$ cat src/hw/rtl/acp_pkg.sv
// ----------------------------------------------------------------------------
// acp_pkg
// Shared types and constants of the adaptive conflict predictor: operation
// and register codes, the command passed from front to back, the table entry.
// ----------------------------------------------------------------------------
package acp_pkg;

  // default geometry
  localparam int TABLE_ENTRIES_DEF = 1024;
  localparam int PREFIX_BYTES_DEF  = 4;
  localparam int QUEUE_DEPTH       = 2;

  // key byte count, wide enough for any prefix length up to eight
  localparam int KCNT_W = 4;

  // operation codes on the op port
  localparam logic [1:0] OP_QUERY  = 2'd0;
  localparam logic [1:0] OP_RECORD = 2'd1;
  localparam logic [1:0] OP_DECAY  = 2'd2;

  // configuration register indexes
  localparam logic [1:0] CFG_MIN_SAMPLES  = 2'd0;
  localparam logic [1:0] CFG_RATE_DIVISOR = 2'd1;
  localparam logic [1:0] CFG_DECAY_WINDOW = 2'd2;

  // reset values of the configuration registers
  localparam logic [15:0] MIN_SAMPLES_RST  = 16'd10;
  localparam logic [9:0]  RATE_DIVISOR_RST = 10'd100;
  localparam logic [63:0] DECAY_WINDOW_RST = 64'd60000000000;

  // work kind decided by the front
  typedef enum logic [1:0] {
    CMD_NOP    = 2'd0,
    CMD_QUERY  = 2'd1,
    CMD_RECORD = 2'd2,
    CMD_DECAY  = 2'd3
  } cmd_kind_t;

  // command handed to the back; stamp is the time to store on record
  // or the age threshold on decay
  typedef struct packed {
    cmd_kind_t   kind;
    logic        conflict_seen;
    logic [63:0] stamp;
  } cmd_t;

  // one table entry
  typedef struct packed {
    logic [63:0] last_time;
    logic [31:0] conflicts;
    logic [31:0] accesses;
  } entry_t;

endpackage

$ cat src/hw/rtl/acp_front.sv
// ----------------------------------------------------------------------------
// acp_front
// Accepts a transaction, classifies it, hashes the key prefix one byte per
// cycle, reduces the hash to a table index and pushes a command.
// ----------------------------------------------------------------------------
module acp_front #(
  parameter int TABLE_ENTRIES = acp_pkg::TABLE_ENTRIES_DEF,
  parameter int PREFIX_BYTES  = acp_pkg::PREFIX_BYTES_DEF
) (
  input  logic                             clk,
  input  logic                             rst,
  input  logic                             accept,
  input  logic [1:0]                       op,
  input  logic                             has_key,
  input  logic [2:0]                       key_length,
  input  logic [31:0]                      key_prefix,
  input  logic                             conflict_seen,
  input  logic [63:0]                      now_time,
  input  logic [63:0]                      decay_window,
  output logic                             busy,
  output logic                             push,
  output acp_pkg::cmd_t                    push_cmd,
  output logic [$clog2(TABLE_ENTRIES)-1:0] push_idx,
  input  logic                             full
);

  localparam int IDX_W     = $clog2(TABLE_ENTRIES);
  localparam int HASH_BASE = 8 + 5 * PREFIX_BYTES;
  localparam int HASH_W    = (HASH_BASE > IDX_W) ? HASH_BASE : IDX_W;
  localparam int REM_W     = IDX_W + 1;
  localparam int MCNT_W    = $clog2(HASH_W + 1);
  localparam bit IS_POW2   = (TABLE_ENTRIES == (1 << IDX_W));

  typedef enum logic [3:0] {
    F_IDLE = 4'b0001,
    F_HASH = 4'b0010,
    F_MOD  = 4'b0100,
    F_PUSH = 4'b1000
  } front_state_t;

  front_state_t                    state;
  acp_pkg::cmd_t                   cmd;
  logic [HASH_W-1:0]               hash;
  logic [31:0]                     bytes;
  logic [acp_pkg::KCNT_W-1:0]      kcnt;
  logic [REM_W-1:0]                rem;
  logic [MCNT_W-1:0]               mcnt;

  logic [acp_pkg::KCNT_W-1:0]      klen;
  logic [acp_pkg::KCNT_W-1:0]      nbytes;
  acp_pkg::cmd_kind_t              kind;
  logic [HASH_W-1:0]               hash_step;
  logic [REM_W-1:0]                rem_shift;
  logic [REM_W-1:0]                rem_next;

  // number of bytes to hash, capped at the prefix length
  assign klen   = {1'b0, key_length};
  assign nbytes = (klen > acp_pkg::KCNT_W'(PREFIX_BYTES)) ?
                  acp_pkg::KCNT_W'(PREFIX_BYTES) : klen;

  // classify the incoming transaction
  always_comb begin
    case (op)
      acp_pkg::OP_QUERY:  kind = has_key ? acp_pkg::CMD_QUERY : acp_pkg::CMD_NOP;
      acp_pkg::OP_RECORD: kind = has_key ? acp_pkg::CMD_RECORD : acp_pkg::CMD_NOP;
      acp_pkg::OP_DECAY:  kind = acp_pkg::CMD_DECAY;
      default:            kind = acp_pkg::CMD_NOP;
    endcase
  end

  // h * 31 + next byte
  assign hash_step = (hash << 5) - hash + HASH_W'(bytes[7:0]);

  // restoring remainder, one hash bit per cycle
  assign rem_shift = {rem[IDX_W-1:0], hash[HASH_W-1]};
  assign rem_next  = (rem_shift >= REM_W'(TABLE_ENTRIES)) ?
                     rem_shift - REM_W'(TABLE_ENTRIES) : rem_shift;

  assign busy     = (state != F_IDLE);
  assign push     = (state == F_PUSH) && !full;
  assign push_cmd = cmd;
  assign push_idx = IS_POW2 ? hash[IDX_W-1:0] : rem[IDX_W-1:0];

  // sequencer
  always_ff @(posedge clk) begin
    if (rst) begin
      state <= F_IDLE;
    end else begin
      case (state)
        F_IDLE: begin
          if (accept) begin
            cmd.kind          <= kind;
            cmd.conflict_seen <= conflict_seen;
            cmd.stamp         <= (kind == acp_pkg::CMD_DECAY) ?
                                 now_time - decay_window : now_time;
            hash  <= '0;
            bytes <= key_prefix;
            kcnt  <= nbytes;
            rem   <= '0;
            mcnt  <= MCNT_W'(HASH_W);
            if (kind == acp_pkg::CMD_QUERY || kind == acp_pkg::CMD_RECORD) begin
              if (nbytes != '0) begin
                state <= F_HASH;
              end else begin
                state <= IS_POW2 ? F_PUSH : F_MOD;
              end
            end else begin
              state <= F_PUSH;
            end
          end
        end
        F_HASH: begin
          hash  <= hash_step;
          bytes <= bytes >> 8;
          kcnt  <= kcnt - 1'b1;
          if (kcnt == acp_pkg::KCNT_W'(1)) begin
            state <= IS_POW2 ? F_PUSH : F_MOD;
          end
        end
        F_MOD: begin
          rem  <= rem_next;
          hash <= hash << 1;
          mcnt <= mcnt - 1'b1;
          if (mcnt == MCNT_W'(1)) begin
            state <= F_PUSH;
          end
        end
        F_PUSH: begin
          if (!full) begin
            state <= F_IDLE;
          end
        end
        default: state <= F_IDLE;
      endcase
    end
  end

endmodule

$ cat config.mk
export PLATFORM = sky130hd
export DESIGN_NAME = acp_front
export DESIGN_NICKNAME = d
export VERILOG_FILES = /design/src/hw/rtl/acp_pkg.sv /design/src/hw/rtl/acp_front.sv
export SDC_FILE = /design/constraint.sdc
export NUM_CORES = 1
export LEC_CHECK = 0
export BUFFER_PORTS_ARGS = -buffer_cell sky130_fd_sc_hd__buf_4
export CAP_MARGIN = 20
export CORE_ASPECT_RATIO = 1.4
export CORE_UTILIZATION = 52
export CTS_BUF_LIST = sky130_fd_sc_hd__clkbuf_8
export DETAILED_ROUTE_END_ITERATION = 8
export GPL_ROUTABILITY_DRIVEN = 0
export PLACE_DENSITY = 0.8
export SLEW_MARGIN = 20
export SYNTH_ARGS = -nofsm -noshare
export SYNTH_HDL_FRONTEND = slang
export SYNTH_SLANG_ARGS = --single-unit
$ cat constraint.sdc
create_clock -name clk -period 13.7 [get_ports clk]
set_clock_uncertainty 0.15 [all_clocks]
set_input_delay 2.055 -clock clk [delete_from_list [all_inputs] [get_ports clk]]
set_output_delay 2.055 -clock clk [all_outputs]
set_load 0.05 [all_outputs]
==> summary.txt <==
Grt total ovfl: 0
Internal Power: 734.3 uW
1st-iter DRT viols: 734
Worst-skew pair later-pin latency: 450 ps
Crit end category: flop
Cell Area, Placed: 0.01113 sq mm
Final antenna-violating net count: 0
Async SR Flop Fraction: 0%
CP max FO: 4
Dominant synthesized flop cell: edfxtp_1
Clock sink total: 116
Synth Register Bits: 116
Port Buffers: 249
Crit share post-route: 40.86%
Worst hold margin: 358.0 ps
Worst VDD drop: 0.04987 mV
Setup_tns: 0 ps
Worst Hold Class: flop to flop
Power Dens Cells: 95.78 mW/mm^2
Final min period: 5598 ps
Width of the chip: 113.9 um
Fin area: 0.01152 sq mm
Final Core Density: 67.93%
Initial antenna violation count: 0
CTS root buf: clkbuf_8
Sequential share of power: 38.3%
Clock transition at path regs: 80 ps
Startpoint Class: primary input
Htree depth: 4
GRT Total Usage: 28.68%
Global-route wire length before repair: 39,730 um
Cell variety after synth: 68
Total CTS buffers: 17
Sw frac: 33.45%
Worst-Margin Slew: 1018 ps
TritonCTS clock tree: built
Drt pass-1 iters: 5
Mean Syn Cell Area: 8.642 sq um
Setup repair after global routing missed its margin: false
Layout cells sized above 1: 22.86%
Met3 global-route usage: 6.014%
Slew headroom: 31.75%
Switching pwr: 369.0 uW
Pleak: 5.373 nW
Hpwl dp: 19,740 um
Fin cells: 1,528
Largest net degree at the start of global routing: 86
WS Path Type: primary input to flop
Final count of hold timing violations: 0
Initial Util: 53.72%
Clock tree buffer depth: 2
Syn Inst Count: 1,054
Final setup vio count: 0
Place WS: 7713 ps
Routed len/inst: 16.50 um
Max_cap viols: 0
Number of enable flip-flop cells after synthesis: 113
Tot Pwr: 1.103 mW
Vias in the first global route: 8,359
Die H: 158.6 um
Dpl cells: 1,496
Nets: 1,538
Top Usage Layer GRT: met2
DR vias/cell: 5.545
# resized after CTS: 0
Worst Path Arrival: 5620 ps
IO Pins: 250
Die area: 0.01806 sq mm
Comb pwr share: 32.6%
Hold Buf Count CTS: 0
Rows: 56
Yosys Warn Count: 0
Status: finished, final reports clean
Met1 GRT Util: 31.09%
Fmax: 0.1786 GHz
Setup slack after layout: 8102 ps
Vias: 8,472
Post-CTS Setup Repair Bufs: 0
Post-Route WL: 25,210 um
Pins over their slew limit: 0
Worst Path Required: 13,720 ps
Global Route met2 Usage: 50.29%
P&R area growth vs syn: 26.46%
Core Area: 0.01696 sq mm
Part of the Yosys area used for sequential elements: 37.91%
Clk pwr share: 29.1%
DRC viols: 0
Synth Cell Area: 0.009109 sq mm
Syn Nets: 1,309
==> logic make-up (layout without fill, tap and decap cells) <==
logic type / Yosys count / in the layout / share of synthesized area (%)
AOI/OAI and AO/OA: 289 / 289 / 19.67
xor gates and xnor gates: 70 / 70 / 6.731
adders and majority gates: 84 / 84 / 11.95
buffers and inverters: 146 / 387 / 6.291
DFF: 116 / 116 / 37.91
other: 0 / 1 / 0
and+or+nand+nor: 349 / 349 / 17.45
==> cell usage in the layout, fill, tap and decap left out, types with 3 or more instances in the layout <==
cell type	n
o21a_1	6
buf_4	254
a211oi_1	3
o2111ai_1	4
nand2b_1	10
nor3_1	7
ha_1	79
nand2_1	200
o21ai_0	105
a21o_1	33
xnor2_1	41
fa_1	5
dfxtp_1	3
nand4_1	14
xor2_1	29
inv_1	106
a21oi_1	75
edfxtp_1	113
a31oi_1	11
a221oi_1	3
o21ai_1	3
bufinv_16	3
o31ai_1	5
and2_1	12
or4_1	3
and3_1	4
nor2b_1	15
nor2_1	51
a21boi_0	3
clkinvlp_4	4
clkbuf_8	17
o21bai_1	14
and4_1	3
nand3b_1	5
nand3_1	10
==> final timing paths <==
kind                from            to  slack, ps  cells after the start
min            bytes[28]     bytes[20]        360                      2
max reg2reg      hash[1]       hash[9]      10590                     13
min reg2reg    bytes[28]     bytes[20]        360                      2
max          now_time[0]  push_cmd[54]       8100                     15
==> sequential cells by signal, summed over array words and instances, names as in the netlist <==
| signal | cells |
|---|---|
| state | 3 |
| hash | 10 |
| bytes | 32 |
| push_cmd | 67 |
| kcnt | 4 |
==> power groups by stage <==
stage	clock network [mW]	logic, mW	registers (mW)
after detailed placement	0	0.355	0.430
after CTS	0.326	0.358	0.423
after global placement	0	0.349	0.430
after global routing	0.340	0.393	0.424
after floorplan	0	0.201	0.474
final	0.321	0.360	0.423
==> cell type report <==
cell class / count / area, sq um
timing repair buffer: 254 / 1907
tap: 232 / 290.3
clock inverter: 14 / 148.9
clock buffer: 17 / 234.0
fill: 1407 / 5438
inverter: 102 / 382.9
sequential: 116 / 3453
multi-input combinational: 792 / 5100
antenna: 1 / 2.502
==> cell usage after synthesis, types with 10 or more instances <==
library cell	n	area [sq um]
xor2_1	29	254.0
and2_1	12	75.07
ha_1	79	988.5
a21oi_1	75	375.4
nand2b_1	11	68.82
xnor2_1	41	359.1
nor2_1	51	191.4
nand2_1	200	750.7
edfxtp_1	113	3393
nand4_1	14	87.58
a31oi_1	11	68.82
clkbuf_1	38	142.6
nand3_1	10	50.05
o21ai_0	105	525.5
nor2b_1	15	93.84
a21o_1	33	247.7
inv_1	102	382.9
o21bai_1	14	105.1
==> worst max-delay path: stages <==
cell and delay [ps]:
buf_4 110, inv_1 50, ha_1 180, fa_1 240, nand2b_1 170, a21oi_1 120
a2111oi_2 460, o221ai_2 240, a21oi_1 520, o21ai_1 230, a31oi_2 330, o21ai_1 220
a41oi_1 430, xor2_1 170, o21ai_0 90
==> metal layers <==
metal  up-vias  share of wire, %
met5         -                 0
met4         0               5.7
met3        90               6.9
met2       343                50
met1      3892                37
li1       4147                 -
No activity file was read; power rests on OpenSTA's default activity.
