==> src/hw/rtl/acp_pkg.sv <==
// ----------------------------------------------------------------------------
// acp_pkg
// Shared types and constants of the adaptive conflict predictor: operation
// and register codes, the command passed from front to back, the table entry.
// ----------------------------------------------------------------------------
package acp_pkg;

  // default geometry
  localparam int TABLE_ENTRIES_DEF = 1024;
  localparam int PREFIX_BYTES_DEF  = 4;
  localparam int QUEUE_DEPTH       = 2;

  // key byte count, wide enough for any prefix length up to eight
  localparam int KCNT_W = 4;

  // operation codes on the op port
  localparam logic [1:0] OP_QUERY  = 2'd0;
  localparam logic [1:0] OP_RECORD = 2'd1;
  localparam logic [1:0] OP_DECAY  = 2'd2;

  // configuration register indexes
  localparam logic [1:0] CFG_MIN_SAMPLES  = 2'd0;
  localparam logic [1:0] CFG_RATE_DIVISOR = 2'd1;
  localparam logic [1:0] CFG_DECAY_WINDOW = 2'd2;

  // reset values of the configuration registers
  localparam logic [15:0] MIN_SAMPLES_RST  = 16'd10;
  localparam logic [9:0]  RATE_DIVISOR_RST = 10'd100;
  localparam logic [63:0] DECAY_WINDOW_RST = 64'd60000000000;

  // work kind decided by the front
  typedef enum logic [1:0] {
    CMD_NOP    = 2'd0,
    CMD_QUERY  = 2'd1,
    CMD_RECORD = 2'd2,
    CMD_DECAY  = 2'd3
  } cmd_kind_t;

  // command handed to the back; stamp is the time to store on record
  // or the age threshold on decay
  typedef struct packed {
    cmd_kind_t   kind;
    logic        conflict_seen;
    logic [63:0] stamp;
  } cmd_t;

  // one table entry
  typedef struct packed {
    logic [63:0] last_time;
    logic [31:0] conflicts;
    logic [31:0] accesses;
  } entry_t;

endpackage

==> src/hw/rtl/acp_queue.sv <==
// ----------------------------------------------------------------------------
// acp_queue
// Short command queue between the front and the back.
// ----------------------------------------------------------------------------
module acp_queue #(
  parameter int WIDTH = 8,
  parameter int DEPTH = acp_pkg::QUEUE_DEPTH
) (
  input  logic             clk,
  input  logic             rst,
  input  logic             push,
  input  logic [WIDTH-1:0] push_data,
  output logic             full,
  input  logic             pop,
  output logic [WIDTH-1:0] pop_data,
  output logic             empty
);

  localparam int PTR_W = (DEPTH > 1) ? $clog2(DEPTH) : 1;
  localparam int CNT_W = $clog2(DEPTH + 1);

  logic [WIDTH-1:0] slots [DEPTH];
  logic [PTR_W-1:0] wr_ptr;
  logic [PTR_W-1:0] rd_ptr;
  logic [CNT_W-1:0] count;

  assign full     = (count == CNT_W'(DEPTH));
  assign empty    = (count == '0);
  assign pop_data = slots[rd_ptr];

  // storage
  always_ff @(posedge clk) begin
    if (push) begin
      slots[wr_ptr] <= push_data;
    end
  end

  // pointers and fill level
  always_ff @(posedge clk) begin
    if (rst) begin
      wr_ptr <= '0;
      rd_ptr <= '0;
      count  <= '0;
    end else begin
      if (push) begin
        wr_ptr <= (wr_ptr == PTR_W'(DEPTH - 1)) ? '0 : wr_ptr + 1'b1;
      end
      if (pop) begin
        rd_ptr <= (rd_ptr == PTR_W'(DEPTH - 1)) ? '0 : rd_ptr + 1'b1;
      end
      case ({push, pop})
        2'b10:   count <= count + 1'b1;
        2'b01:   count <= count - 1'b1;
        default: count <= count;
      endcase
    end
  end

endmodule

==> config.mk <==
export PLATFORM = sky130hd
export DESIGN_NAME = acp_queue
export DESIGN_NICKNAME = d
export VERILOG_FILES = /design/src/hw/rtl/acp_pkg.sv /design/src/hw/rtl/acp_queue.sv
export SDC_FILE = /design/constraint.sdc
export NUM_CORES = 1
export LEC_CHECK = 0
export BUFFER_PORTS_ARGS = -buffer_cell sky130_fd_sc_hd__buf_4
export CAP_MARGIN = 0
export CORE_UTILIZATION = 52
export CTS_CLUSTER_SIZE = 30
export DETAILED_ROUTE_END_ITERATION = 8
export GPL_TIMING_DRIVEN = 0
export PLACE_DENSITY = 0.88
export SETUP_SLACK_MARGIN = 0.4
export SLEW_MARGIN = 20
export SYNTH_ARGS = -nofsm -noshare
export SYNTH_HDL_FRONTEND = slang
export SYNTH_SLANG_ARGS = --single-unit
export TNS_END_PERCENT = 20
==> constraint.sdc <==
create_clock -name clk -period 2.1 [get_ports clk]
set_input_delay 0.21 -clock clk [delete_from_list [all_inputs] [get_ports clk]]
set_output_delay 0.21 -clock clk [all_outputs]
set_load 0.05 [all_outputs]
==> reports/metrics.json, run 1 <==
{
  "run_status": {"value": "completed"},
  "tritoncts.num_buffers": {"value": 3},
  "clock_tree_from_tritoncts": {"value": "done"},
  "syn-instance-count": {"value": 47},
  "cts-hold-fix-buffers": {"value": 0},
  "synth_largest_area_cell": {"value": "edfxtp_1"},
  "detailedRoute.firstIterationViolations": {"value": 6},
  "layout-drive-gt1-share": {"value": 0.486},
  "worstPathRequired": {"value": 1.89, "unit": "ns"},
  "post_synth_and_or_nand_nor_area_fraction": {"value": 0.0561},
  "async_reset_ff_frac": {"value": 0},
  "cap_violations": {"value": 0},
  "fp.dieW": {"value": 40.8, "unit": "microns"},
  "setup_viol_count_final": {"value": 0},
  "grt_pass1_vias": {"value": 404},
  "routed_via_density": {"value": 5.23},
  "fill_cells": {"value": 84},
  "leading_register_cell_type_out_of_synthesis": {"value": "edfxtp_1"},
  "cts_htree_levels": {"value": 1},
  "core_region_area": {"value": 1350, "unit": "sq um"},
  "fp.dieArea": {"value": 1660, "unit": "sq um"},
  "synth_area": {"value": 781, "unit": "sq um"},
  "finalCritPeriodShare": {"value": 0.765},
  "synthesis.nets": {"value": 60},
  "clock.fmax": {"value": 623, "unit": "MHz"},
  "hpwl": {"value": 984, "unit": "microns"},
  "hp-start": {"value": "push_data[5]"},
  "final.min_clock_period": {"value": 1.61, "unit": "ns"},
  "antenna_found_initial": {"value": 0},
  "finish.instance_area": {"value": 985, "unit": "sq um"},
  "port-buffer-count": {"value": 21},
  "hold_class": {"value": "in2reg"},
  "rsz0062_at_grt": {"value": "no"},
  "cts-root-buf": {"value": "clkbuf_4"},
  "synth.cells.most_frequent": {"value": "edfxtp_1 (16), mux2_2 (8), nor2_1 (6)"},
  "drt-met1-wl": {"value": 526, "unit": "microns"},
  "clock_skew": {"value": 0.00317, "unit": "ns"},
  "report.final.slew_viol_count": {"value": 0},
  "met3WireLength": {"value": 45, "unit": "microns"},
  "num_vias": {"value": 455},
  "leakagePower": {"value": 0.000392, "unit": "uW"},
  "synth_seq_cells": {"value": 21},
  "clock-sinks": {"value": 21},
  "synth_seq_area_share": {"value": 0.744},
  "start_util": {"value": 0.578},
  "yosys.area_share.xor_xnor": {"value": 0.0449},
  "final_weighted_congestion_in_routability_driven_placement": {"value": 0.694},
  "vert_die_dim": {"value": 40.8, "unit": "microns"},
  "power.switching": {"value": 270, "unit": "uW"},
  "yosys_warnings": {"value": 0},
  "routed_wirelength": {"value": 1.31, "unit": "mm"},
  "route.top_layer_used": {"value": "met4"},
  "synth-edff-count": {"value": 16},
  "report.final.hold_viol_count": {"value": 0},
  "crit_type": {"value": "reg2out"},
  "clock_path_buffers": {"value": 2},
  "worst_r2r_path_depth": {"value": 1},
  "path_max_fanout": {"value": 8},
  "synth_area_leaders": {"value": "edfxtp_1 (62%), dfxtp_1 (13%), mux2_2 (12%), xnor2_1 (3.4%), nor2_1 (2.9%)"},
  "antenna_cells": {"value": 0},
  "dr_wl_met2": {"value": 716, "unit": "microns"},
  "worst_hold_endpoint": {"value": "slots[0][5]$_DFFE_PP_"},
  "fp-row-count": {"value": 13},
  "worst-slew-pin-transition": {"value": 0.687, "unit": "ns"},
  "destination_of_the_worst_register_to_register_timing_path": {"value": "slots[0][3]$_DFFE_PP_"},
  "clk-insertion-delay-late": {"value": 0.31, "unit": "ns"},
  "yosysUniqueCellTypes": {"value": 14},
  "power.clock.fraction": {"value": 0.215},
  "global_route.overflow_total": {"value": 0},
  "power.internal": {"value": 628, "unit": "uW"},
  "timing.critical_path.to_type": {"value": "primary output"},
  "final_net_count": {"value": 86},
  "number_of_buffers_inserted_to_repair_setup_after_cts": {"value": 0},
  "critical_path.startpoint_type": {"value": "register"},
  "pin_count_of_the_biggest_net_entering_global_routing": {"value": 13},
  "power-per-cell-area": {"value": 913, "unit": "nW/um^2"},
  "post_cts_resized": {"value": 0},
  "synth.most_common_cell": {"value": "edfxtp_1"},
  "synth_top_area_frac": {"value": 0.615},
  "wire_per_inst": {"value": 15.1, "unit": "microns"},
  "clk_pin_slew_worst_paths": {"value": 0.11, "unit": "ns"},
  "drt.antenna.violating_nets": {"value": 0},
  "synth-compound-area-share": {"value": 0.0128},
  "avgSynthCellArea": {"value": 16.6, "unit": "sq um"},
  "worst_r2r_startpoint": {"value": "wr_ptr$_SDFFE_PP0P_"},
  "sw_frac_of_total": {"value": 0.301},
  "max-slew-margin-rel": {"value": 0.541},
  "area_after_dpl": {"value": 957, "unit": "sq um"},
  "remaining_drc_errors": {"value": 0},
  "grt.total_usage": {"value": 0.177},
  "post_synth_fa_ha_maj_area_fraction": {"value": 0.0160},
  "power.sequential.fraction": {"value": 0.549},
  "critPathArrivalTime": {"value": 1.40, "unit": "ns"},
  "first_pass_grt_wire_length": {"value": 1.75, "unit": "mm"},
  "post_synth_mux_area_share": {"value": 0.115},
  "holdPathStages": {"value": 1},
  "tns": {"value": 0, "unit": "ns"},
  "synthToLayoutAreaGrowth": {"value": 26.1, "unit": "%"},
  "p_comb_frac": {"value": 0.236},
  "firstDrtPassIters": {"value": 3},
  "timing.reg2reg.setup_slack": {"value": 0.85, "unit": "ns"},
  "synth_top_family_by_area": {"value": "multiplexers"},
  "vdd_drop_max": {"value": 0.581, "unit": "mV"},
  "boundaryPins": {"value": 22}
}
==> worst max path at each step <==
stage,from,end,cells after the start
floorplan,count[0]$_SDFFE_PP0P_,empty,1
global placement,push,slots[0][6]$_DFFE_PP_,3
detailed placement,push,count[1]$_SDFFE_PP0P_,5
CTS,register,pop_data[2],3
global route,register,pop_data[3],3
finish,register,pop_data[2],3
==> cell usage in the layout, fill, tap and decap left out, drive strengths merged, types with 3 or more instances in the layout <==
cell type | netlist | layout
clkbuf | 0 | 3
mux2 | 8 | 8
dfxtp | 5 | 5
nor2 | 6 | 6
edfxtp | 16 | 16
buf | 1 | 22
xnor2 | 3 | 3
==> metal layers <==
metal,track usage,up-vias
met2,0.317,12
li1,-,216
met3,0.0489,2
met5,0,-
met4,0.100,0
met1,0.184,225
==> state kept, by name, indices dropped and copies added (netlist names), named ones only <==
signal  flops
rd_ptr      1
count       2
slots      16
wr_ptr      1
==> worst max-delay path: stages, from the launching register on <==
cell and delay [ns]:
dfxtp_1 0.32, buf_2 0.21, mux2_2 0.37, buf_4 0.19
==> cell families (layout without fill, tap and decap cells) <==
| family | count (synthesis) | after routing |
|---|---|---|
| flops | 21 | 21 |
| simple gates | 9 | 9 |
| mux | 8 | 8 |
| xor+xnor | 4 | 4 |
| compound gates | 2 | 2 |
| buf+inv | 2 | 27 |
| fa+ha+maj | 1 | 1 |
==> through the flow <==
stage,utilization,hold WS [ns],setup slack [ns],total power (uW),cells
floorplan,-,0.279,0.899,644,47
global placement,0.709,0.395,0.845,705,83
detailed placement,0.709,0.397,0.755,716,83
CTS,0.729,0.0757,0.500,899,87
global route,0.729,0.0690,0.460,924,87
finish,0.729,0.0747,0.494,899,87
==> area by class of cell <==
type                    count  area [sq um]  area share
well taps                  15          18.8      0.0191
repair buffers             21           158       0.160
clock buffers               3          22.5      0.0229
multi-input cells          24           191       0.194
inverters                   1          3.75     0.00381
clock inverters             1          5.00     0.00508
plain buffers               1          5.00     0.00508
flip-flops and latches     21           581       0.590
==> power by group through the flow <==
stage	registers, uW	logic [uW]	clock network (uW)
4_1_cts	493	214	192
6_report	493	212	193
3_5_place_dp	503	214	0
5_1_grt	496	224	204
2_1_floorplan	498	146	0
3_3_place_gp	499	206	0
Note: power is estimated with default switching activity, not from simulation.
==> run 2, diff against run 1 <==
ABC_AREA = 1   (was default)
CORE_UTILIZATION = 49   (was 52)
PLACE_DENSITY = 0.83   (was 0.88)
clock period = 1.6 ns   (was 2.1 ns; I/O delays follow)
==> reports/metrics.json, run 2 <==
{
  "run_status": {"value": "completed", "change": "unchanged"},
  "antenna_cells": {"value": 0, "change": "unchanged"},
  "area_after_dpl": {"value": 985, "unit": "sq um", "change": "was 957 sq um"},
  "routed_via_density": {"value": 5.01, "change": "was 5.23"},
  "final.min_clock_period": {"value": 1.40, "unit": "ns"},
  "clock_path_buffers": {"value": 2, "change": "unchanged"},
  "clk-insertion-delay-late": {"value": 0.29, "unit": "ns", "change": "was 0.31 ns"},
  "clk_pin_slew_worst_paths": {"value": 0.10, "unit": "ns", "change": "was 0.11 ns"},
  "pin_count_of_the_biggest_net_entering_global_routing": {"value": 12, "change": "was 13"},
  "max-slew-margin-rel": {"value": 0.517, "change": "was 0.541"},
  "timing.critical_path.max_delay_family": {"value": "flip-flops", "change": "was buffers and inverters"},
  "final_total_pwr": {"value": 1180, "unit": "uW", "change": "was 899 uW"},
  "number_of_buffers_inserted_to_repair_setup_after_cts": {"value": 0, "change": "unchanged"},
  "clock_tree_from_tritoncts": {"value": "done", "change": "unchanged"},
  "firstDrtPassIters": {"value": 5, "change": "was 3"},
  "critical_path.n_buffers_inverters": {"value": 2, "change": "unchanged"},
  "tns": {"value": 0, "unit": "ns", "change": "unchanged"},
  "layout-drive-gt1-share": {"value": 0.410, "change": "was 0.486"},
  "largest_register": {"value": "slots", "change": "unchanged"},
  "critPathArrivalTime": {"value": 1.24, "unit": "ns", "change": "was 1.40 ns"},
  "yosys_warnings": {"value": 0, "change": "unchanged"},
  "vert_die_dim": {"value": 42.6, "unit": "microns", "change": "was 40.8 microns"},
  "power-per-cell-area": {"value": 1070, "unit": "nW/um^2", "change": "was 913 nW/um^2"},
  "synth_largest_area_cell": {"value": "edfxtp_1", "change": "unchanged"},
  "synth_top_area_frac": {"value": 0.595, "change": "was 0.615"},
  "tritoncts.num_buffers": {"value": 3, "change": "unchanged"},
  "worstPathRequired": {"value": 1.44, "unit": "ns", "change": "was 1.89 ns"},
  "critical_path.startpoint_type": {"value": "register", "change": "unchanged"},
  "port-buffer-count": {"value": 21, "change": "unchanged"},
  "timing.critical_path.to_type": {"value": "primary output", "change": "unchanged"},
  "first_pass_grt_wire_length": {"value": 2.19, "unit": "mm", "change": "was 1.75 mm"},
  "leakagePower": {"value": 0.000477, "unit": "uW", "change": "was 0.000392 uW"},
  "synth_area_leaders": {"value": "edfxtp_1 (60%), dfxtp_1 (12%), mux2_2 (11%), nor2_1 (4.7%), inv_1 (3.3%)", "change": "was edfxtp_1 (62%), dfxtp_1 (13%), mux2_2 (12%), xnor2_1 (3.4%), nor2_1 (2.9%)"},
  "rsz0062_at_grt": {"value": "yes", "change": "was no"},
  "final_net_count": {"value": 97, "change": "was 86"},
  "start_util": {"value": 0.530, "change": "was 0.578"},
  "antenna_found_initial": {"value": 0, "change": "unchanged"},
  "worst-slew-pin-transition": {"value": 0.722, "unit": "ns", "change": "was 0.687 ns"},
  "core_region_area": {"value": 1520, "unit": "sq um", "change": "was 1350 sq um"},
  "grt.total_usage": {"value": 0.169, "change": "was 0.177"},
  "setup_viol_count_final": {"value": 0, "change": "unchanged"},
  "hold_class": {"value": "in2reg", "change": "unchanged"},
  "finalCritPeriodShare": {"value": 0.873},
  "path_max_fanout": {"value": 8, "change": "unchanged"},
  "largest_reg_flops": {"value": 16, "change": "unchanged"},
  "worst_r2r_startpoint": {"value": "wr_ptr$_SDFFE_PP0P_", "change": "unchanged"},
  "num_vias": {"value": 496, "change": "was 455"},
  "cts-root-buf": {"value": "clkbuf_4", "change": "unchanged"},
  "hpwl": {"value": 939, "unit": "microns", "change": "was 984 microns"},
  "global_route.overflow_total": {"value": 0, "change": "unchanged"},
  "dpl_worst_slack": {"value": 0.335, "unit": "ns", "change": "was 0.755 ns"},
  "worst_slack": {"value": 0.204, "unit": "ns", "change": "was 0.494 ns"},
  "leading_register_cell_type_out_of_synthesis": {"value": "edfxtp_1", "change": "unchanged"},
  "drt.antenna.violating_nets": {"value": 0, "change": "unchanged"},
  "report.final.slew_viol_count": {"value": 0, "change": "unchanged"},
  "synth_area": {"value": 807, "unit": "sq um", "change": "was 781 sq um"},
  "async_reset_ff_frac": {"value": 0, "change": "unchanged"},
  "synth.most_common_cell": {"value": "edfxtp_1", "change": "unchanged"},
  "fp-row-count": {"value": 14, "change": "was 13"},
  "synthesis.nets": {"value": 71, "change": "was 60"},
  "avgSynthCellArea": {"value": 13.9, "unit": "sq um", "change": "was 16.6 sq um"},
  "remaining_drc_errors": {"value": 0, "change": "unchanged"},
  "boundaryPins": {"value": 22, "change": "unchanged"},
  "final_cell_count_no_fill": {"value": 99, "change": "was 87"},
  "wire_per_inst": {"value": 13.1, "unit": "microns", "change": "was 15.1 microns"},
  "cap_violations": {"value": 0, "change": "unchanged"},
  "path_cells": {"value": "buf_8, mux2_4, buf_8", "change": "was buf_2, mux2_2, buf_4"},
  "routed_wirelength": {"value": 1.30, "unit": "mm", "change": "was 1.31 mm"},
  "cts_htree_levels": {"value": 1, "change": "unchanged"},
  "crit_type": {"value": "reg2out", "change": "unchanged"},
  "finish.instance_area": {"value": 1110, "unit": "sq um", "change": "was 985 sq um"},
  "clock-sinks": {"value": 21, "change": "unchanged"},
  "largest_registers": {"value": "slots x16, count x2", "change": "unchanged"},
  "synth.cells.most_frequent": {"value": "edfxtp_1 (16), nor2_1 (10), mux2_2 (8)", "change": "was edfxtp_1 (16), mux2_2 (8), nor2_1 (6)"},
  "detailedRoute.firstIterationViolations": {"value": 3, "change": "was 6"},
  "syn-instance-count": {"value": 58, "change": "was 47"},
  "clock.fmax": {"value": 716, "unit": "MHz"},
  "hp-start": {"value": "rst", "change": "was push_data[5]"},
  "critical_path.slowest_cell": {"value": "dfxtp_2", "change": "was mux2_2"},
  "slowest_delay": {"value": 0.34, "unit": "ns", "change": "was 0.37 ns"},
  "clock_skew": {"value": 0.00138, "unit": "ns", "change": "was 0.00317 ns"},
  "synth_seq_area_share": {"value": 0.719, "change": "was 0.744"},
  "leading_cell_type_in_the_layout_fill_and_taps_excluded": {"value": "edfxtp_1", "change": "was buf_4"},
  "report.final.hold_viol_count": {"value": 0, "change": "unchanged"},
  "dp.cells": {"value": 95, "change": "was 83"},
  "synth-edff-count": {"value": 16, "change": "unchanged"},
  "final_weighted_congestion_in_routability_driven_placement": {"value": 0.659, "change": "was 0.694"},
  "grt_pass1_vias": {"value": 522, "change": "was 404"},
  "synth_seq_cells": {"value": 21, "change": "unchanged"},
  "fp.dieArea": {"value": 1810, "unit": "sq um", "change": "was 1660 sq um"},
  "crit_top_cell": {"value": "buf_8"},
  "vdd_drop_max": {"value": 0.757, "unit": "mV", "change": "was 0.581 mV"},
  "fp.dieW": {"value": 42.6, "unit": "microns", "change": "was 40.8 microns"},
  "synthToLayoutAreaGrowth": {"value": 37.1, "unit": "%", "change": "was 26.1%"},
  "yosysUniqueCellTypes": {"value": 13, "change": "was 14"},
  "mostFrequentLayoutCells": {"value": "edfxtp_1 (16), buf_4 (13), nor2_1 (10), buf_8 (9), mux2_4 (8)", "change": "was buf_4 (21), edfxtp_1 (16), mux2_2 (8), nor2_1 (6), dfxtp_1 (5)"}
}
## run 2: changes by cell type in the layout (fill, tap and decap cells not counted), moves of 2 or more
cell | before | now
buf_4 | 21 | 13
buf_8 | 0 | 9
inv_1 | 1 | 7
mux2_2 | 8 | 0
mux2_4 | 0 | 8
nand2_1 | 0 | 5
nor2_1 | 6 | 10
xnor2_1 | 3 | 1
## run 2: routing by layer
metal / routed length, microns / vias up / global-route usage / share of wire
li1: - / 248 / - / -
met1: 470 / 233 / 0.177 / 0.36
met2: 762 / 15 / 0.320 / 0.59
met3: 66 / 0 / 0.0345 / 0.051
met4: 0 / 0 / 0.0750 / 0
met5: 0 / - / 0 / 0
## run 2: logic make-up (layout without fill, tap and decap cells)
kind of cell               count (synthesis)  after routing  synth area share
DFF                                       21             21             0.719
muxes                                      8              8             0.112
xor gates and xnor gates                   1              1            0.0109
and+or+nand+nor                           17             17            0.0837
buffers and inverters                      8             33            0.0465
adders and majority gates                  1              1            0.0155
AOI/OAI and AO/OA                          2              2            0.0124
## run 2: layout make-up
cell class / instances / area, sq um
Buffer: 1 / 15.0
Clock buffer: 4 / 26.3
Inverter: 7 / 26.3
Fill cell: 101 / 418
Timing Repair Buffer: 21 / 218
Tap cell: 16 / 20.0
Sequential cell: 21 / 582
Multi-Input combinational cell: 29 / 219
## run 2: worst paths after layout
check        slack (ns)                     to  depth (start not counted)
min reg2reg        0.53    wr_ptr$_SDFFE_PP0P_                          2
min                0.04               register                          2
max                0.20            pop_data[1]                          3
max reg2reg        0.34  slots[0][4]$_DFFE_PP_                          1
## run 2: stage by stage
| stage | hold WS [ns] | util |
|---|---|---|
| final | 0.0367 | 0.726 |
| after floorplan | 0.232 | - |
| after CTS | 0.0226 | 0.726 |
| after global placement | 0.345 | 0.646 |
| after detailed placement | 0.349 | 0.646 |
| after global routing | 0.0261 | 0.726 |
## run 2: what timing repair did
item                                    CTS  global route
resized for setup                        26             0
hold buffers                              0             0
hold endpoints to repair                  0             0
gates cloned                              0             0
endpoints found under the setup margin   16            18
## run 2: where the power goes
group	internal (uW)	switching, uW	leakage (uW)
Clock	96.8	139	0.0000150
Sequential	624	17.2	0.000192
Combinational	136	170	0.000270
==> run 3, diff against run 2 <==
CAP_MARGIN = 20   (was 0)
CORE_UTILIZATION = 52   (was 49)
CTS_BUF_LIST = sky130_fd_sc_hd__clkbuf_2 sky130_fd_sc_hd__clkbuf_4 sky130_fd_sc_hd__clkbuf_8   (was default)
PLACE_DENSITY = 0.87   (was 0.83)
==> reports/metrics.json, run 3 (synthesis results as in run 2) <==
{
  "fill_cells": {"value": 75, "change": "was 101"},
  "clock_tree_from_tritoncts": {"value": "done", "change": "unchanged"},
  "largest_registers": {"value": "slots x16, count x2", "change": "unchanged"},
  "first_pass_grt_wire_length": {"value": 2.20, "unit": "mm", "change": "was 2.19 mm"},
  "worst_slack": {"value": 0.173, "unit": "ns", "change": "was 0.204 ns"},
  "cts_htree_levels": {"value": 1, "change": "unchanged"},
  "dr_wl_met2": {"value": 848, "unit": "microns", "change": "was 762 microns"},
  "boundaryPins": {"value": 22, "change": "unchanged"},
  "hold_class": {"value": "in2reg", "change": "unchanged"},
  "clk_pin_slew_worst_paths": {"value": 0.11, "unit": "ns", "change": "was 0.10 ns"},
  "finalCritPeriodShare": {"value": 0.892, "change": "was 0.873"},
  "fp-row-count": {"value": 13, "change": "was 14"},
  "area_after_dpl": {"value": 983, "unit": "sq um", "change": "was 985 sq um"},
  "drt.antenna.violating_nets": {"value": 0, "change": "unchanged"},
  "leading_cell_type_in_the_layout_fill_and_taps_excluded": {"value": "edfxtp_1", "change": "unchanged"},
  "largest_register": {"value": "slots", "change": "unchanged"},
  "routed_wirelength": {"value": 1.52, "unit": "mm", "change": "was 1.30 mm"},
  "grt_pass1_vias": {"value": 528, "change": "was 522"},
  "timing.critical_path.to_type": {"value": "primary output", "change": "unchanged"},
  "vert_die_dim": {"value": 41.4, "unit": "microns", "change": "was 42.6 microns"},
  "utilization": {"value": 0.811, "change": "was 0.726"},
  "wire_per_inst": {"value": 15.6, "unit": "microns", "change": "was 13.1 microns"},
  "drt-met1-wl": {"value": 561, "unit": "microns", "change": "was 470 microns"},
  "tritoncts.num_buffers": {"value": 3, "change": "unchanged"},
  "antenna_found_initial": {"value": 0, "change": "unchanged"},
  "core_region_area": {"value": 1370, "unit": "sq um", "change": "was 1520 sq um"},
  "worstPathRequired": {"value": 1.44, "unit": "ns", "change": "about the same"},
  "max-slew-margin-rel": {"value": 0.533, "change": "was 0.517"},
  "num_vias": {"value": 511, "change": "was 496"},
  "final_net_count": {"value": 97, "change": "unchanged"},
  "pin_count_of_the_biggest_net_entering_global_routing": {"value": 12, "change": "unchanged"},
  "path_max_fanout": {"value": 8, "change": "unchanged"},
  "run_status": {"value": "completed", "change": "unchanged"},
  "crit_type": {"value": "reg2out", "change": "unchanged"},
  "fp.dieW": {"value": 41.4, "unit": "microns", "change": "was 42.6 microns"},
  "tns": {"value": 0, "unit": "ns", "change": "unchanged"},
  "finish.instance_area": {"value": 1110, "unit": "sq um", "change": "about the same"},
  "crit_top_cell": {"value": "buf_8", "change": "unchanged"},
  "firstDrtPassIters": {"value": 4, "change": "was 5"},
  "report.final.hold_viol_count": {"value": 0, "change": "unchanged"},
  "rsz0062_at_grt": {"value": "yes", "change": "unchanged"},
  "detailedRoute.firstIterationViolations": {"value": 9, "change": "was 3"},
  "fp.dieArea": {"value": 1710, "unit": "sq um", "change": "was 1810 sq um"},
  "cts-root-buf": {"value": "clkbuf_4", "change": "unchanged"},
  "clock_path_buffers": {"value": 2, "change": "unchanged"},
  "cap_violations": {"value": 0, "change": "unchanged"},
  "remaining_drc_errors": {"value": 0, "change": "unchanged"},
  "clock.fmax": {"value": 701, "unit": "MHz", "change": "was 716 MHz"},
  "dpl_worst_slack": {"value": 0.313, "unit": "ns", "change": "was 0.335 ns"},
  "antenna_cells": {"value": 0, "change": "unchanged"},
  "leakagePower": {"value": 0.000480, "unit": "uW", "change": "was 0.000477 uW"},
  "route.top_layer_used": {"value": "met4", "change": "was met3"},
  "critical_path.slowest_cell": {"value": "dfxtp_2", "change": "unchanged"},
  "layout-drive-gt1-share": {"value": 0.422, "change": "was 0.410"},
  "largest_reg_flops": {"value": 16, "change": "unchanged"},
  "path_cells": {"value": "buf_8, mux2_4, buf_8", "change": "unchanged"},
  "routed_via_density": {"value": 5.21, "change": "was 5.01"},
  "slowest_delay": {"value": 0.35, "unit": "ns", "change": "was 0.34 ns"},
  "global_route.overflow_total": {"value": 0, "change": "unchanged"},
  "critical_path.startpoint_type": {"value": "register", "change": "unchanged"},
  "report.final.slew_viol_count": {"value": 0, "change": "unchanged"},
  "grt.total_usage": {"value": 0.214, "change": "was 0.169"},
  "clock_skew": {"value": 0.00145, "unit": "ns", "change": "was 0.00138 ns"},
  "mostFrequentLayoutCells": {"value": "edfxtp_1 (16), buf_4 (13), nor2_1 (10), buf_8 (9), mux2_4 (8)", "change": "unchanged"},
  "start_util": {"value": 0.591, "change": "was 0.530"},
  "worst-slew-pin-transition": {"value": 0.697, "unit": "ns", "change": "was 0.722 ns"},
  "clk-insertion-delay-late": {"value": 0.30, "unit": "ns", "change": "was 0.29 ns"},
  "clock-sinks": {"value": 21, "change": "unchanged"},
  "final.min_clock_period": {"value": 1.43, "unit": "ns", "change": "was 1.40 ns"},
  "critPathArrivalTime": {"value": 1.27, "unit": "ns", "change": "was 1.24 ns"},
  "synthToLayoutAreaGrowth": {"value": 37.4, "unit": "%", "change": "was 37.1%"},
  "met3WireLength": {"value": 69, "unit": "microns", "change": "was 66 microns"},
  "final_weighted_congestion_in_routability_driven_placement": {"value": 0.719, "change": "was 0.659"},
  "power-per-cell-area": {"value": 1100, "unit": "nW/um^2", "change": "was 1070 nW/um^2"},
  "vdd_drop_max": {"value": 0.723, "unit": "mV", "change": "was 0.757 mV"},
  "port-buffer-count": {"value": 21, "change": "unchanged"},
  "setup_viol_count_final": {"value": 0, "change": "unchanged"}
}
==> run 3: cell counts in the layout (fill, tap and decap cells not counted) <==
Identical to the previous run, type by type.
==> run 3: final cells by class <==
| cell class | count | area, sq um | area share |
|---|---|---|---|
| plain buffers | 1 | 15.0 | 0.0135 |
| clock buffers | 4 | 30.0 | 0.0271 |
| inverters | 7 | 26.3 | 0.0237 |
| multi-input cells | 29 | 219 | 0.198 |
| flip-flops and latches | 21 | 582 | 0.525 |
| well taps | 15 | 18.8 | 0.0169 |
| repair buffers | 21 | 218 | 0.196 |
==> run 3: timing repair <==
item                                    CTS  global route
endpoints found under the hold margin     0             0
hold buffers                              0             0
gates resized for setup                  26             0
endpoints found under the setup margin   16            18
buffers inserted                          0             0
==> run 3: worst paths after layout <==
path                      endpoint                 from  slack (ns)  depth (start not counted)
max reg2reg  slots[0][1]$_DFFE_PP_  wr_ptr$_SDFFE_PP0P_        0.35                          1
max                    pop_data[1]             register        0.17                          3
min reg2reg    rd_ptr$_SDFFE_PP0P_  rd_ptr$_SDFFE_PP0P_        0.53                          2
min                       register                  rst        0.02                          2
==> run 3: through the flow <==
step | instances | hold WS, ns | power (uW)
6_report | 98 | 0.0208 | 1220
5_1_grt | 98 | 0.0229 | 1260
4_1_cts | 98 | 0.0275 | 1210
3_5_place_dp | 94 | 0.348 | 908
3_3_place_gp | 94 | 0.345 | 896
2_1_floorplan | 58 | 0.232 | 822
==> run 3: report_power, final <==
part	switching, uW	internal, uW
Sequential	19.0	624
Combinational	175	136
Clock	153	114
Total	347	874
==> run 3: worst max-delay path, delay by kind of cell, from the launching register on <==
| family | cells | cell delay [ns] |
|---|---|---|
| buf+inv | 2 | 0.29 |
| flops | 1 | 0.35 |
| mux | 1 | 0.32 |
==> run 3: routing by layer <==
layer | vias up | global-route usage
li1 | 247 | -
met1 | 241 | 0.207
met2 | 17 | 0.426
met3 | 6 | 0.0319
met4 | 0 | 0.113
met5 | - | 0
